## config.mk

```make
export PLATFORM = sky130hd
export DESIGN_NAME = single_wire_sensor_reader
export DESIGN_NICKNAME = d
export VERILOG_FILES = /design/src/hdl/swsr_pkg.sv /design/src/hdl/single_wire_sensor_reader.sv /design/src/hdl/swsr_cfg.sv /design/src/hdl/swsr_fsm.sv
export SDC_FILE = /design/constraint.sdc
export NUM_CORES = 1
export LEC_CHECK = 0
export BUFFER_PORTS_ARGS = -buffer_cell sky130_fd_sc_hd__buf_2
export CORE_AREA = 5 5 148 150
export CTS_BUF_LIST = sky130_fd_sc_hd__clkbuf_16
export DETAILED_ROUTE_END_ITERATION = 8
export DIE_AREA = 0 0 153 155
export MAX_ROUTING_LAYER = met4
export SLEW_MARGIN = 10
export SYNTH_ARGS = -nofsm -noshare
export SYNTH_HDL_FRONTEND = slang
export SYNTH_SLANG_ARGS = --single-unit
```

## constraint.sdc

```tcl
create_clock -name clk -period 11.3 [get_ports clk]
set_input_delay 1.13 -clock clk [delete_from_list [all_inputs] [get_ports clk]]
set_output_delay 1.13 -clock clk [all_outputs]
set_load 0.01 [all_outputs]
```

## src/hdl/swsr_pkg.sv

```systemverilog
// Shared types and constants for the single-wire sensor reader.
package swsr_pkg;

  // Field and counter widths
  localparam int CNT_W      = 15;
  localparam int SHORT_W    = 8;
  localparam int BIT_IDX_W  = 3;
  localparam int BYTE_IDX_W = 3;
  localparam int CFG_IDX_W  = 3;
  localparam int CFG_DATA_W = 15;

  // Default frame length in bytes
  localparam int BYTES_PER_FRAME_DEF = 5;

  // Register values after reset
  localparam logic [CNT_W-1:0]   START_LOW_RST     = 15'd18000;
  localparam logic [SHORT_W-1:0] RELEASE_HIGH_RST  = 8'd20;
  localparam logic [SHORT_W-1:0] RESPONSE_CHECK_RST = 8'd40;
  localparam logic [SHORT_W-1:0] RESPONSE_HOLD_RST = 8'd80;
  localparam logic [SHORT_W-1:0] BIT_SAMPLE_RST    = 8'd40;

  // Top bit position within a byte
  localparam logic [BIT_IDX_W-1:0] BIT_IDX_LAST = 3'd7;

  // Configuration register indexes
  typedef enum logic [CFG_IDX_W-1:0] {
    CFG_START_LOW      = 3'd0,
    CFG_RELEASE_HIGH   = 3'd1,
    CFG_RESPONSE_CHECK = 3'd2,
    CFG_RESPONSE_HOLD  = 3'd3,
    CFG_BIT_SAMPLE     = 3'd4
  } cfg_idx_t;

  // Response status codes
  typedef enum logic [1:0] {
    RESP_NONE = 2'd0,
    RESP_OK   = 2'd1,
    RESP_BAD  = 2'd2
  } resp_t;

  // Protocol phases
  typedef enum logic [3:0] {
    PH_IDLE       = 4'd0,
    PH_START_LOW  = 4'd1,
    PH_START_HIGH = 4'd2,
    PH_CHECK1     = 4'd3,
    PH_CHECK2     = 4'd4,
    PH_WAIT_LOW   = 4'd5,
    PH_RISE       = 4'd6,
    PH_SAMPLE     = 4'd7,
    PH_FALL       = 4'd8,
    PH_FALL_LAST  = 4'd9
  } phase_t;

  // Timing registers as seen by the protocol engine
  typedef struct packed {
    logic [CNT_W-1:0]   start_low_us;
    logic [SHORT_W-1:0] release_high_us;
    logic [SHORT_W-1:0] response_check_us;
    logic [SHORT_W-1:0] response_hold_us;
    logic [SHORT_W-1:0] bit_sample_us;
  } cfg_t;

  // One input word: one microsecond tick
  typedef struct packed {
    logic start_req;
    logic pin_level;
  } in_item_t;

  // One result word
  typedef struct packed {
    logic         drive_enable;
    logic         drive_level;
    logic         response_valid;
    logic [1:0]   response_status;
    logic         byte_valid;
    logic [7:0]   byte_data;
    logic         last_byte;
    logic         busy_res;
  } out_item_t;

endpackage

```

## src/hdl/single_wire_sensor_reader.sv

```systemverilog
// An accepted word is held in the input register until the output register takes its result.
// Throughput: one word per cycle; the input register, the protocol step and the output
//   register form a single stage that advances whenever the output register is free.
// Reset (rst_n low, synchronous): engine idle, counters and indexes cleared, both
//   registers empty, timing registers back to 18000/20/40/80/40 us.
// Top level of the single-wire sensor reader.
module single_wire_sensor_reader #(
  parameter int BYTES_PER_FRAME = swsr_pkg::BYTES_PER_FRAME_DEF
) (
  input  logic                            clk,
  input  logic                            rst_n,
  input  logic                            in_valid,
  output logic                            in_ready,
  input  swsr_pkg::in_item_t              in_data,
  output logic                            out_valid,
  input  logic                            out_ready,
  output swsr_pkg::out_item_t             out_data,
  input  logic                            cfg_we,
  input  logic [swsr_pkg::CFG_IDX_W-1:0]  cfg_index,
  input  logic [swsr_pkg::CFG_DATA_W-1:0] cfg_wdata
);
  import swsr_pkg::*;

  cfg_t      cfg;
  out_item_t result;

  logic      in_full_r, in_full_nxt;
  in_item_t  in_item_r;
  logic      out_valid_r, out_valid_nxt;
  out_item_t out_data_r;
  logic      fire;

  swsr_cfg u_cfg (
    .clk       (clk),
    .rst_n     (rst_n),
    .cfg_we    (cfg_we),
    .cfg_index (cfg_index),
    .cfg_wdata (cfg_wdata),
    .cfg       (cfg)
  );

  swsr_fsm #(
    .BYTES_PER_FRAME (BYTES_PER_FRAME)
  ) u_fsm (
    .clk    (clk),
    .rst_n  (rst_n),
    .step   (fire),
    .item   (in_item_r),
    .cfg    (cfg),
    .result (result)
  );

  // Process the held word when the output register can take its result
  assign fire     = in_full_r && (!out_valid_r || out_ready);
  assign in_ready = !in_full_r || fire;

  always_comb begin
    in_full_nxt = in_full_r;
    if (in_valid && in_ready) begin
      in_full_nxt = 1'b1;
    end else if (fire) begin
      in_full_nxt = 1'b0;
    end
    out_valid_nxt = out_valid_r;
    if (fire) begin
      out_valid_nxt = 1'b1;
    end else if (out_ready) begin
      out_valid_nxt = 1'b0;
    end
  end

  // Control flags
  always_ff @(posedge clk) begin
    if (!rst_n) begin
      in_full_r   <= 1'b0;
      out_valid_r <= 1'b0;
    end else begin
      in_full_r   <= in_full_nxt;
      out_valid_r <= out_valid_nxt;
    end
  end

  // Payload registers
  always_ff @(posedge clk) begin
    if (in_valid && in_ready) begin
      in_item_r <= in_data;
    end
    if (fire) begin
      out_data_r <= result;
    end
  end

  assign out_valid = out_valid_r;
  assign out_data  = out_data_r;

  // A held word that is not processed stays in place
  a_hold_input: assert property (@(posedge clk) disable iff (!rst_n)
    in_full_r && !fire |=> in_full_r && $stable(in_item_r))
    else $error("input word lost while waiting");

  // Response report and byte report never share a word
  a_one_report: assert property (@(posedge clk) disable iff (!rst_n)
    out_valid_r |-> !(out_data_r.response_valid && out_data_r.byte_valid))
    else $error("response and byte reported together");

  // Last-byte flag only comes with a byte
  a_last_with_byte: assert property (@(posedge clk) disable iff (!rst_n)
    out_valid_r && out_data_r.last_byte |-> out_data_r.byte_valid)
    else $error("last_byte without byte_valid");

  // A nonzero status only comes with a response report
  a_status_with_resp: assert property (@(posedge clk) disable iff (!rst_n)
    out_valid_r && (out_data_r.response_status != RESP_NONE) |-> out_data_r.response_valid)
    else $error("status without response_valid");

endmodule

```

## src/hdl/swsr_cfg.sv

```systemverilog
// Timing configuration registers with a plain write port.
module swsr_cfg (
  input  logic                              clk,
  input  logic                              rst_n,
  input  logic                              cfg_we,
  input  logic [swsr_pkg::CFG_IDX_W-1:0]    cfg_index,
  input  logic [swsr_pkg::CFG_DATA_W-1:0]   cfg_wdata,
  output swsr_pkg::cfg_t                    cfg
);
  import swsr_pkg::*;

  cfg_t cfg_r;
  cfg_t cfg_nxt;

  // Decode the write
  always_comb begin
    cfg_nxt = cfg_r;
    if (cfg_we) begin
      case (cfg_index)
        CFG_START_LOW:      cfg_nxt.start_low_us      = cfg_wdata[CNT_W-1:0];
        CFG_RELEASE_HIGH:   cfg_nxt.release_high_us   = cfg_wdata[SHORT_W-1:0];
        CFG_RESPONSE_CHECK: cfg_nxt.response_check_us = cfg_wdata[SHORT_W-1:0];
        CFG_RESPONSE_HOLD:  cfg_nxt.response_hold_us  = cfg_wdata[SHORT_W-1:0];
        CFG_BIT_SAMPLE:     cfg_nxt.bit_sample_us     = cfg_wdata[SHORT_W-1:0];
        default: ;
      endcase
    end
  end

  // Hold the registers
  always_ff @(posedge clk) begin
    if (!rst_n) begin
      cfg_r.start_low_us      <= START_LOW_RST;
      cfg_r.release_high_us   <= RELEASE_HIGH_RST;
      cfg_r.response_check_us <= RESPONSE_CHECK_RST;
      cfg_r.response_hold_us  <= RESPONSE_HOLD_RST;
      cfg_r.bit_sample_us     <= BIT_SAMPLE_RST;
    end else begin
      cfg_r <= cfg_nxt;
    end
  end

  assign cfg = cfg_r;

endmodule

```

## src/hdl/swsr_fsm.sv

```systemverilog
// Protocol engine: state registers and the per-tick next-state and result logic.
module swsr_fsm #(
  parameter int BYTES_PER_FRAME = swsr_pkg::BYTES_PER_FRAME_DEF
) (
  input  logic                 clk,
  input  logic                 rst_n,
  input  logic                 step,
  input  swsr_pkg::in_item_t   item,
  input  swsr_pkg::cfg_t       cfg,
  output swsr_pkg::out_item_t  result
);
  import swsr_pkg::*;

  localparam logic [BYTE_IDX_W-1:0] LAST_BYTE_IDX = BYTE_IDX_W'(BYTES_PER_FRAME - 1);

  phase_t                phase_r,    phase_nxt;
  logic [CNT_W-1:0]      cnt_r,      cnt_nxt;
  logic [7:0]            shift_r,    shift_nxt;
  logic [BIT_IDX_W-1:0]  bit_idx_r,  bit_idx_nxt;
  logic [BYTE_IDX_W-1:0] byte_idx_r, byte_idx_nxt;
  logic [1:0]            resp_ok_r,  resp_ok_nxt;
  out_item_t             res;

  always_comb begin
    logic final_byte;
    logic start;
    logic pin;
    start        = item.start_req;
    pin          = item.pin_level;
    final_byte   = 1'b0;
    res          = '0;
    phase_nxt    = phase_r;
    cnt_nxt      = cnt_r;
    shift_nxt    = shift_r;
    bit_idx_nxt  = bit_idx_r;
    byte_idx_nxt = byte_idx_r;
    resp_ok_nxt  = resp_ok_r;

    // Treat an unknown phase code as idle
    if (!(phase_r inside {PH_IDLE, PH_START_LOW, PH_START_HIGH, PH_CHECK1, PH_CHECK2,
                          PH_WAIT_LOW, PH_RISE, PH_SAMPLE, PH_FALL, PH_FALL_LAST})) begin
      phase_nxt = PH_IDLE;
      cnt_nxt   = '0;
    end

    // Start sequence: zero-length phases fall through within the same tick
    if (phase_r == PH_IDLE && start) begin
      res.busy_res = 1'b1;
      shift_nxt    = '0;
      bit_idx_nxt  = '0;
      byte_idx_nxt = '0;
      resp_ok_nxt  = RESP_NONE;
      phase_nxt    = PH_START_LOW;
      cnt_nxt      = '0;
    end

    if (phase_nxt == PH_START_LOW) begin
      res.busy_res = 1'b1;
      if (cnt_nxt >= cfg.start_low_us) begin
        phase_nxt = PH_START_HIGH;
        cnt_nxt   = '0;
      end else begin
        res.drive_enable = 1'b1;
        cnt_nxt          = cnt_nxt + 1'b1;
      end
    end

    if (phase_nxt == PH_START_HIGH) begin
      res.busy_res = 1'b1;
      if (cnt_nxt >= CNT_W'(cfg.release_high_us)) begin
        phase_nxt = PH_CHECK1;
        cnt_nxt   = '0;
      end else begin
        res.drive_enable = 1'b1;
        res.drive_level  = 1'b1;
        cnt_nxt          = cnt_nxt + 1'b1;
      end
    end

    if (phase_nxt == PH_CHECK1) begin
      res.busy_res = 1'b1;
      if (cnt_nxt >= CNT_W'(cfg.response_check_us)) begin
        cnt_nxt = '0;
        if (pin) begin
          resp_ok_nxt         = RESP_NONE;
          res.response_valid  = 1'b1;
          res.response_status = RESP_NONE;
          phase_nxt           = PH_WAIT_LOW;
        end else begin
          phase_nxt = PH_CHECK2;
        end
      end else begin
        cnt_nxt = cnt_nxt + 1'b1;
      end
    end

    if (phase_nxt == PH_CHECK2) begin
      res.busy_res = 1'b1;
      if (cnt_nxt >= CNT_W'(cfg.response_hold_us)) begin
        cnt_nxt            = '0;
        res.response_valid = 1'b1;
        if (pin) begin
          resp_ok_nxt         = RESP_OK;
          res.response_status = RESP_OK;
          phase_nxt           = PH_WAIT_LOW;
        end else begin
          resp_ok_nxt         = RESP_BAD;
          res.response_status = RESP_BAD;
          phase_nxt           = PH_IDLE;
        end
      end else begin
        cnt_nxt = cnt_nxt + 1'b1;
      end
    end

    // Data phases act only on the phase held at the start of the tick
    case (phase_r)
      PH_WAIT_LOW: begin
        res.busy_res = 1'b1;
        if (!pin) begin
          phase_nxt = (resp_ok_r == RESP_OK) ? PH_RISE : PH_IDLE;
          cnt_nxt   = '0;
        end
      end
      PH_RISE: begin
        res.busy_res = 1'b1;
        if (pin) begin
          phase_nxt = PH_SAMPLE;
          cnt_nxt   = '0;
        end
      end
      PH_SAMPLE: begin
        res.busy_res = 1'b1;
        if (cnt_r >= CNT_W'(cfg.bit_sample_us)) begin
          final_byte                       = (byte_idx_r == LAST_BYTE_IDX);
          shift_nxt[BIT_IDX_LAST - bit_idx_r] = pin;
          cnt_nxt                          = '0;
          if (bit_idx_r == BIT_IDX_LAST) begin
            res.byte_valid = 1'b1;
            res.byte_data  = shift_nxt;
            res.last_byte  = final_byte;
            bit_idx_nxt    = '0;
            byte_idx_nxt   = final_byte ? '0 : byte_idx_r + 1'b1;
          end else begin
            bit_idx_nxt = bit_idx_r + 1'b1;
          end
          if (bit_idx_r == BIT_IDX_LAST && final_byte) begin
            phase_nxt = pin ? PH_FALL_LAST : PH_IDLE;
          end else begin
            phase_nxt = pin ? PH_FALL : PH_RISE;
          end
        end else begin
          cnt_nxt = cnt_r + 1'b1;
        end
      end
      PH_FALL: begin
        res.busy_res = 1'b1;
        if (!pin) begin
          phase_nxt = PH_RISE;
          cnt_nxt   = '0;
        end
      end
      PH_FALL_LAST: begin
        res.busy_res = 1'b1;
        if (!pin) begin
          phase_nxt = PH_IDLE;
          cnt_nxt   = '0;
        end
      end
      default: ;
    endcase
  end

  // Advance the state once per processed word
  always_ff @(posedge clk) begin
    if (!rst_n) begin
      phase_r    <= PH_IDLE;
      cnt_r      <= '0;
      shift_r    <= '0;
      bit_idx_r  <= '0;
      byte_idx_r <= '0;
      resp_ok_r  <= RESP_NONE;
    end else if (step) begin
      phase_r    <= phase_nxt;
      cnt_r      <= cnt_nxt;
      shift_r    <= shift_nxt;
      bit_idx_r  <= bit_idx_nxt;
      byte_idx_r <= byte_idx_nxt;
      resp_ok_r  <= resp_ok_nxt;
    end
  end

  assign result = res;

endmodule

```

== After elaboration in Yosys (flattened, before gate mapping) ==
Index checks and enable logic that the tools add are counted.

* Flip-flop bits (word level): 102
* Input port bits: 25
* Output and inout port bits: 18
* Logic and storage cells: 154

* Add/subtract/negate cells: 8
* Order comparisons: 7
* Equal/unequal tests: 20
* Multiplexer cells: 73
* Reduce and logical (&&, ||, !) cells: 23

{| class="wikitable"
|+ Operator list
! kind !! number
|-
| $mux W15 || 13
|-
| $add A15 B1 Y15 const B || 5
|-
| $mux W4 || 18
|-
| $ge A15 B8 Y1 || 4
|-
| $mux W3 || 16
|-
| $pmux W15 S3 || 1
|-
| $mux W8 || 3
|-
| $eq A4 B3 Y1 const B || 5
|-
| $pmux W4 S5 || 1
|-
| $mux W2 || 9
|-
| $eq A4 B2 Y1 const B || 4
|-
| $ge A15 B15 Y1 || 1
|-
| $reduce_and A2 Y1 || 6
|-
| $mux W10 || 1
|-
| $reduce_bool A10 Y1 || 1
|-
| $eq A3 B3 Y1 const B || 3
|-
| $mux W1 || 9
|-
| $reduce_or A9 Y1 || 1
|-
| $bwmux W8 || 1
|-
| $eq A4 B1 Y1 const B || 2
|-
| $eq A4 B4 Y1 const B || 2
|-
| $add A3 B1 Y3 const B || 2
|-
| $eq A3 B2 Y1 const B || 2
|-
| $logic_and A1 B1 Y1 || 5
|-
| 13 further kinds || 16
|}

== Longest topological paths before layout ==
* Depth after elaboration: 18
* Mapped depth: 48
* Depth with buffers taken out: 44

== Cells and area by module ==
From an unflattened synthesis, not the netlist that was laid out.

* Cells, all modules: 971
* Area, all modules: 7893.8 µm²

{| class="wikitable"
|+ By module, submodules not included
! module !! instances !! cells an instance !! area an instance (µm²) !! seq. area each (µm²)
|-
| swsr_fsm || 1 || 764 || 5410.2 || 700.7
|-
| swsr_cfg || 1 || 180 || 1839.3 || 940.9
|-
| single_wire_sensor_reader || 1 || 27 || 644.4 || 580.6
|}

== Least setup slack after synthesis ==
Ideal clock, no wire load.

* Path kind: register to register
* Start point: reg u_fsm.phase_r[0]
* End point: reg u_fsm.resp_ok_r[1]
* Library setup time: 122 ps
* Arrival time: 8863 ps
* Required time: 11178 ps
* Path slack: 2316 ps
* Stages on the path, launching flop included: 45
* Path buffers: 2
* Clock period less this slack: 8984 ps
* Path through: dfxtp_1 -> clkbuf_1 -> nor4b_1 -> nand2_1 -> nand2_1 -> nor2_1 -> ha_1 -> a211oi_1 -> o21ba_2 -> a2111o_1 -> o21ai_0 -> clkbuf_1 -> nor3_1 -> ha_1 -> a21oi_1 -> o21ai_0 -> o22a_1 -> nor4_4 -> [... 9 more ...] -> o21ai_2 -> nand2_1 -> nand2_1 -> o21ai_0 -> inv_1 -> ha_1 -> nand2b_1 -> a21o_1 -> a21o_1 -> a21oi_1 -> nor2b_1 -> o21ai_0 -> nand2b_1 -> a21o_1 -> a21oi_1 -> o221ai_4 -> and2_1 -> a221o_1

* Longest elaborated chain between the ends: 16
* Elaborated cells between the ends (all ways): 45
* Those cells by class: add/sub: 3; order compare: 4; eq/ne: 13; mux: 22; reduce/logical: 3

{| class="wikitable"
|+ Ends and longest elaborated chain
! what !! RTL line !! text
|-
| start: declaration || swsr_fsm.sv:16 || <nowiki>phase_t phase_r, phase_nxt;</nowiki>
|-
| start signal: assignment || swsr_fsm.sv:184 || <nowiki>phase_r <= phase_nxt;</nowiki>
|-
| $eq A4 B1 Y1, or another cell as far along || swsr_fsm.sv:40 || <nowiki>if (!(phase_r inside {PH_IDLE, PH_START_LOW, PH_START_HIGH, PH_CHECK1, PH_CHECK2,</nowiki>
|-
| $reduce_bool A10 Y1 || swsr_fsm.sv:40 ||
|-
| $mux W15 || swsr_fsm.sv:40 ||
|-
| $mux W15 || swsr_fsm.sv:47 || <nowiki>if (phase_r == PH_IDLE && start) begin</nowiki>
|-
| $add A15 B1 Y15 or $ge A15 B15 Y1 (tied branches) || swsr_fsm.sv:64, swsr_fsm.sv:59 ||
|-
| $mux W15 || swsr_fsm.sv:59 || <nowiki>if (cnt_nxt >= cfg.start_low_us) begin</nowiki>
|-
| $mux W15 || swsr_fsm.sv:57 || <nowiki>if (phase_nxt == PH_START_LOW) begin</nowiki>
|-
| $add A15 B1 Y15 or $ge A15 B8 Y1 (tied branches) || swsr_fsm.sv:76, swsr_fsm.sv:70 ||
|-
| $mux W15 || swsr_fsm.sv:70 || <nowiki>if (cnt_nxt >= CNT_W'(cfg.release_high_us)) begin</nowiki>
|-
| $mux W15 || swsr_fsm.sv:68 || <nowiki>if (phase_nxt == PH_START_HIGH) begin</nowiki>
|-
| $add A15 B1 Y15 or $ge A15 B8 Y1 (tied branches) || swsr_fsm.sv:93, swsr_fsm.sv:82 ||
|-
| $mux W15 || swsr_fsm.sv:82 || <nowiki>if (cnt_nxt >= CNT_W'(cfg.response_check_us)) begin</nowiki>
|-
| $mux W15 || swsr_fsm.sv:80 || <nowiki>if (phase_nxt == PH_CHECK1) begin</nowiki>
|-
| $ge A15 B8 Y1 || swsr_fsm.sv:99 || <nowiki>if (cnt_nxt >= CNT_W'(cfg.response_hold_us)) begin</nowiki>
|-
| $mux W2 || swsr_fsm.sv:99 ||
|-
| $mux W2 (*) || swsr_fsm.sv:97 || <nowiki>if (phase_nxt == PH_CHECK2) begin</nowiki>
|-
| end signal: assignment || swsr_fsm.sv:189 || <nowiki>resp_ok_r <= resp_ok_nxt;</nowiki>
|-
| end: declaration || swsr_fsm.sv:21 || <nowiki>logic [1:0] resp_ok_r, resp_ok_nxt;</nowiki>
|}

Every way passes the cells marked *; elsewhere a longest branch is shown, timed or not.
A chain may end at the register's enable or synchronous reset.

== Final worst setup path ==
* Start point: reg u_fsm.phase_r[3]
* End point: reg u_fsm.cnt_r[14]

* Longest elaborated chain between the ends: 18
* Elaborated cells between the ends (all ways): 46
* Those cells by class: add/sub: 4; order compare: 4; eq/ne: 13; mux: 21; reduce/logical: 4

{| class="wikitable"
|+ Ends and longest elaborated chain
! what !! RTL line !! text
|-
| $eq A4 B1 Y1, or another cell as far along || swsr_fsm.sv:40 ||
|-
| $reduce_bool A10 Y1 || swsr_fsm.sv:40 ||
|-
| $mux W15 || swsr_fsm.sv:40 ||
|-
| $mux W15 || swsr_fsm.sv:47 ||
|-
| $add A15 B1 Y15 or $ge A15 B15 Y1 (tied branches) || swsr_fsm.sv:64, swsr_fsm.sv:59 ||
|-
| $mux W15 || swsr_fsm.sv:59 ||
|-
| $mux W15 || swsr_fsm.sv:57 ||
|-
| $add A15 B1 Y15 or $ge A15 B8 Y1 (tied branches) || swsr_fsm.sv:76, swsr_fsm.sv:70 ||
|-
| [... 2 more ...] || n/a ||
|-
| $add A15 B1 Y15 or $ge A15 B8 Y1 (tied branches) || swsr_fsm.sv:93, swsr_fsm.sv:82 ||
|-
| $mux W15 || swsr_fsm.sv:82 ||
|-
| $mux W15 || swsr_fsm.sv:80 ||
|-
| $add A15 B1 Y15 or $ge A15 B8 Y1 (tied branches) || swsr_fsm.sv:112, swsr_fsm.sv:99 ||
|-
| $mux W15 || swsr_fsm.sv:99 ||
|-
| $mux W15 || swsr_fsm.sv:97 ||
|-
| $mux W15 (on tied branches) || n/a ||
|-
| $pmux W15 S3 (*) || swsr_fsm.sv:117 || <nowiki>case (phase_r)</nowiki>
|-
| end signal: assignment || swsr_fsm.sv:185 || <nowiki>cnt_r <= cnt_nxt;</nowiki>
|-
| end: declaration || swsr_fsm.sv:17 || <nowiki>logic [CNT_W-1:0] cnt_r, cnt_nxt;</nowiki>
|}

Marks and branches as above.

==> run_results.csv <==
group,metric,value,unit
logic_synthesis,synth_top_area_share,21.1,%
clocking,clock_latency,360,ps
logic_synthesis,netlist-cell-type-count,93,
setup_path,r2r_slack,1190,ps
global_routing,gr-total-overflow,0,
timing,fmax,98.9,MHz
timing,report.final.setup_viol,0,
route,drc_errors,0,
place,placed_area,8380,um^2
logic_synthesis,synth_edf_count,18,
final_layout,fin_cells,1329,
setup_path,timing.rr.end,"u_fsm.cnt_r[14]$_SDFFE_PN0P_",
setup_path,cpMostUsedCell,"a21oi_1",
logic_synthesis,synth_compound_area_share,25.2,%
clocking,cts.sinks,102,
final_layout,final_common_cell,"nand2_1",
logic_synthesis,synthTopCellsByArea,"dfxtp_1 21%, ha_1 8.8%, nand2_1 8.3%",
floorplanning,die_h,155,um
timing,relSlewSlack,39.0,%
logic_synthesis,synth_seq_cells,102,
worst_hold_path,holdCritStartpoint,"u_cfg.cfg[4]$_SDFFE_PN0P_",
clocking,post_cts_buffers,0,
setup_path,critical_path_required,11570,ps
logic_synthesis,yosys.area_share.simple,28.6,%
clocking,cts_root_buf,"clkbuf_16",
run,maxCapViolCount,0,
logic_synthesis,synthAdderAreaFrac,8.81,%
logic_synthesis,synthXorXnorAreaFrac,2.53,%
global_routing,grt_pass1_wl,38.1,mm
logic_synthesis,ys_warn_count,0,
global_routing,antenna_found_initial,0,
final_layout,num_antenna_cells,0,
logic_synthesis,syn_area,7960,um^2
timing,timing.hold.ws,463,ps
final_layout,fill_cells,2109,
pwr,power,0.795,mW
timing,finalHoldViolations,0,
logic_synthesis,syn_nets,1120,
floorplanning,die_w,153,um
global_routing,grt_pass1_vias,7047,
setup_path,path_class,"reg -> reg",
setup_path,endpoint_kind,"register",
setup_path,worst_setup_path_start_kind,"register",
clocking,htreeDepth,3,
timing,min_period,10110,ps
clocking,cts_tree,"done",
route,viasPerCell,5.71,
route,wirelength,24.1,mm
final_layout,syn2layout_area_growth,9.01,%
route,postRouteAntennaNets,0,
timing,slew_viol_final,0,
floorplanning,fp.coreArea,20600,um^2
clocking,cts.path.max_buffers,2,
floorplanning,die_area,23700,um^2
clocking,numCtsBuffers,9,
worst_hold_path,hp-class,"reg -> reg",
setup_path,r2r_start,"u_fsm.phase_r[3]$_SDFFE_PN0P_",
logic_synthesis,ys_seq_area_share,27.9,%
clocking,path_clk_slew,70,ps
setup_path,r2r_cells,42,
place,routabilityCongestion,0.981,
timing,worstMarginPinSlew,916,ps
timing,post-route-period-util,89.5,%
pwr,p_leak,3.30,nW
pwr,power_density,91.6,nW/um^2
route,firstDrtPassIters,6,
global_routing,grt_max_degree,80,
logic_synthesis,syn_area_per_cell,7.66,um^2
logic_synthesis,postSynth.asyncResetShare,0,%
setup_path,critical_path_arrival,10390,ps
logic_synthesis,synth_top_cell_by_area,"dfxtp_1",
place,portBuffers,42,
place,dpl.cell_count,1313,
setup_path,max_stage_delay,790,ps
logic_synthesis,synthCells,1039,
final_layout,nNetsFinal,1130,
outcome,status,"finished clean",
final_layout,drive_above_1_share,9.87,%
logic_synthesis,synth_top_family_by_area,"simple AND/OR/NAND/NOR gates",
timing,skew,14.1,ps
floorplanning,fp-row-count,53,
floorplanning,start_util,38.7,%
setup_path,cp_max_fo,23,
logic_synthesis,synth_flop_cell,"dfxtp_1",
worst_hold_path,worstHoldPathCells,2,
global_routing,gr-usage-all-layers,20.5,%
route,dr_total_vias,7585,
timing,grt_setup_unrepaired,"no",
final_layout,mostFrequentLayoutCells,"175 x nand2_1, 84 x dfxtp_1, 76 x inv_1",
worst_hold_path,worstHoldEndpoint,"u_cfg.cfg[4]$_SDFFE_PN0P_",
place,hpwl,18.4,mm
floorplanning,ios,43,
timing,totalNegativeSetupSlack,0,ps
logic_synthesis,muxShareOfSynthArea,0.770,%
setup_path,critPathSlowestCell,"a21oi_2",
final_layout,fin_area,8670,um^2
route,drt_iter0_drc,870,
route,wl_per_cell,18.2,um
pwr,ir_drop,0.0000663,V
how the worst max path moves through the flow:
stage                                   from                         endpoint  slack [ps]  cells past startpoint
2_1_floorplan  u_fsm.phase_r[0]$_SDFFE_PN0P_  u_fsm.resp_ok_r[1]$_SDFFE_PN0P_        2320                     44
3_3_place_gp   u_fsm.phase_r[1]$_SDFFE_PN0P_     u_fsm.cnt_r[14]$_SDFFE_PN0P_        1590                     45
3_5_place_dp   u_fsm.phase_r[1]$_SDFFE_PN0P_     u_fsm.cnt_r[14]$_SDFFE_PN0P_        1190                     45
4_1_cts        u_fsm.phase_r[1]$_SDFFE_PN0P_     u_fsm.cnt_r[14]$_SDFFE_PN0P_        1150                     45
5_1_grt        u_fsm.phase_r[3]$_SDFFE_PN0P_     u_fsm.cnt_r[14]$_SDFFE_PN0P_         220                     43
6_report       u_fsm.phase_r[3]$_SDFFE_PN0P_     u_fsm.cnt_r[14]$_SDFFE_PN0P_        1190                     42
report_power, final:
| part | switching, mW | total, mW | leakage (nW) | internal (mW) |
|---|---|---|---|---|
| clock | 0.144 | 0.315 | 0.142 | 0.171 |
| sequential | 0.00712 | 0.385 | 0.845 | 0.378 |
| combinational | 0.0616 | 0.0946 | 2.32 | 0.0330 |
through the flow:
step / util (%) / setup WS, ps
2_1_floorplan: - / 2320
3_3_place_gp: 40.7 / 1590
3_5_place_dp: 40.7 / 1190
4_1_cts: 42.2 / 1150
5_1_grt: 42.2 / 216
6_report: 42.2 / 1190
cell usage after synthesis, types with 8 or more instances:
cell and count:
and3_1 10, o21ai_1 8, a21o_1 8, nand4_1 18
o21a_1 8, nor4_1 11, and2_1 25, nor2_1 60
nand2_1 175, a31oi_1 16, a22oi_1 14, edfxtp_1 18
a21oi_1 41, nor2b_1 38, o21ai_0 45, dfxtp_1 84
ha_1 56, inv_1 75, xnor2_1 16, o211ai_1 29
a21boi_0 37, nand2b_1 9, clkbuf_1 42, nor3_1 16
nand3_1 34
layer usage:
metal	track usage, %	share of wire (%)	vias to the layer above
met4	5.26	1.9	0
met1	27.3	47	3599
met5	-	0	-
met3	3.89	5.5	32
met2	32.3	46	229
li1	-	-	3725
cell families (layout without fill, tap and decap cells):
family	count (synthesis)	after routing
multiplexers	6	6
AO/OA/AOI/OAI	277	277
AND/OR/NAND/NOR	446	446
flip-flops	102	102
adder cells (fa/ha/maj)	56	56
buffers and inverters	129	144
XOR/XNOR	23	23
sequential cells by signal, summed over array words and instances, names as in the netlist:
signal	count
in_full_r	1
u_fsm.shift_r	8
u_fsm.bit_idx_r	3
out_valid	1
in_item_r	2
out_data	16
u_fsm.byte_idx_r	3
u_fsm.cnt_r	15
u_fsm.phase_r	4
u_cfg.cfg	47
u_fsm.resp_ok_r	2
layout make-up:
class / instances / area (um^2) / share of cell area, %
tap: 275 / 344 / 3.97
inverter: 77 / 289 / 3.33
clock buffer: 9 / 225 / 2.60
sequential: 102 / 2220 / 25.6
multi-input combinational: 808 / 5250 / 60.5
clock inverter: 7 / 66.3 / 0.764
timing repair buffer: 51 / 278 / 3.20
what timing repair did:
action | 4_1_cts | 5_1_grt
resized for setup | 0 | 1
endpoints found under the setup margin | 0 | 1
hold buffers | 0 | 0
worst max-delay path: cells and delay by family, from the launching register on:
kind                     cells  cell delay (ps)
AND/OR/NAND/NOR             13             2720
flip-flops                   1              750
adder cells (fa/ha/maj)      4              950
buffers and inverters        2              340
AO/OA/AOI/OAI               23             5220
No activity file was read; power rests on OpenSTA's default activity.
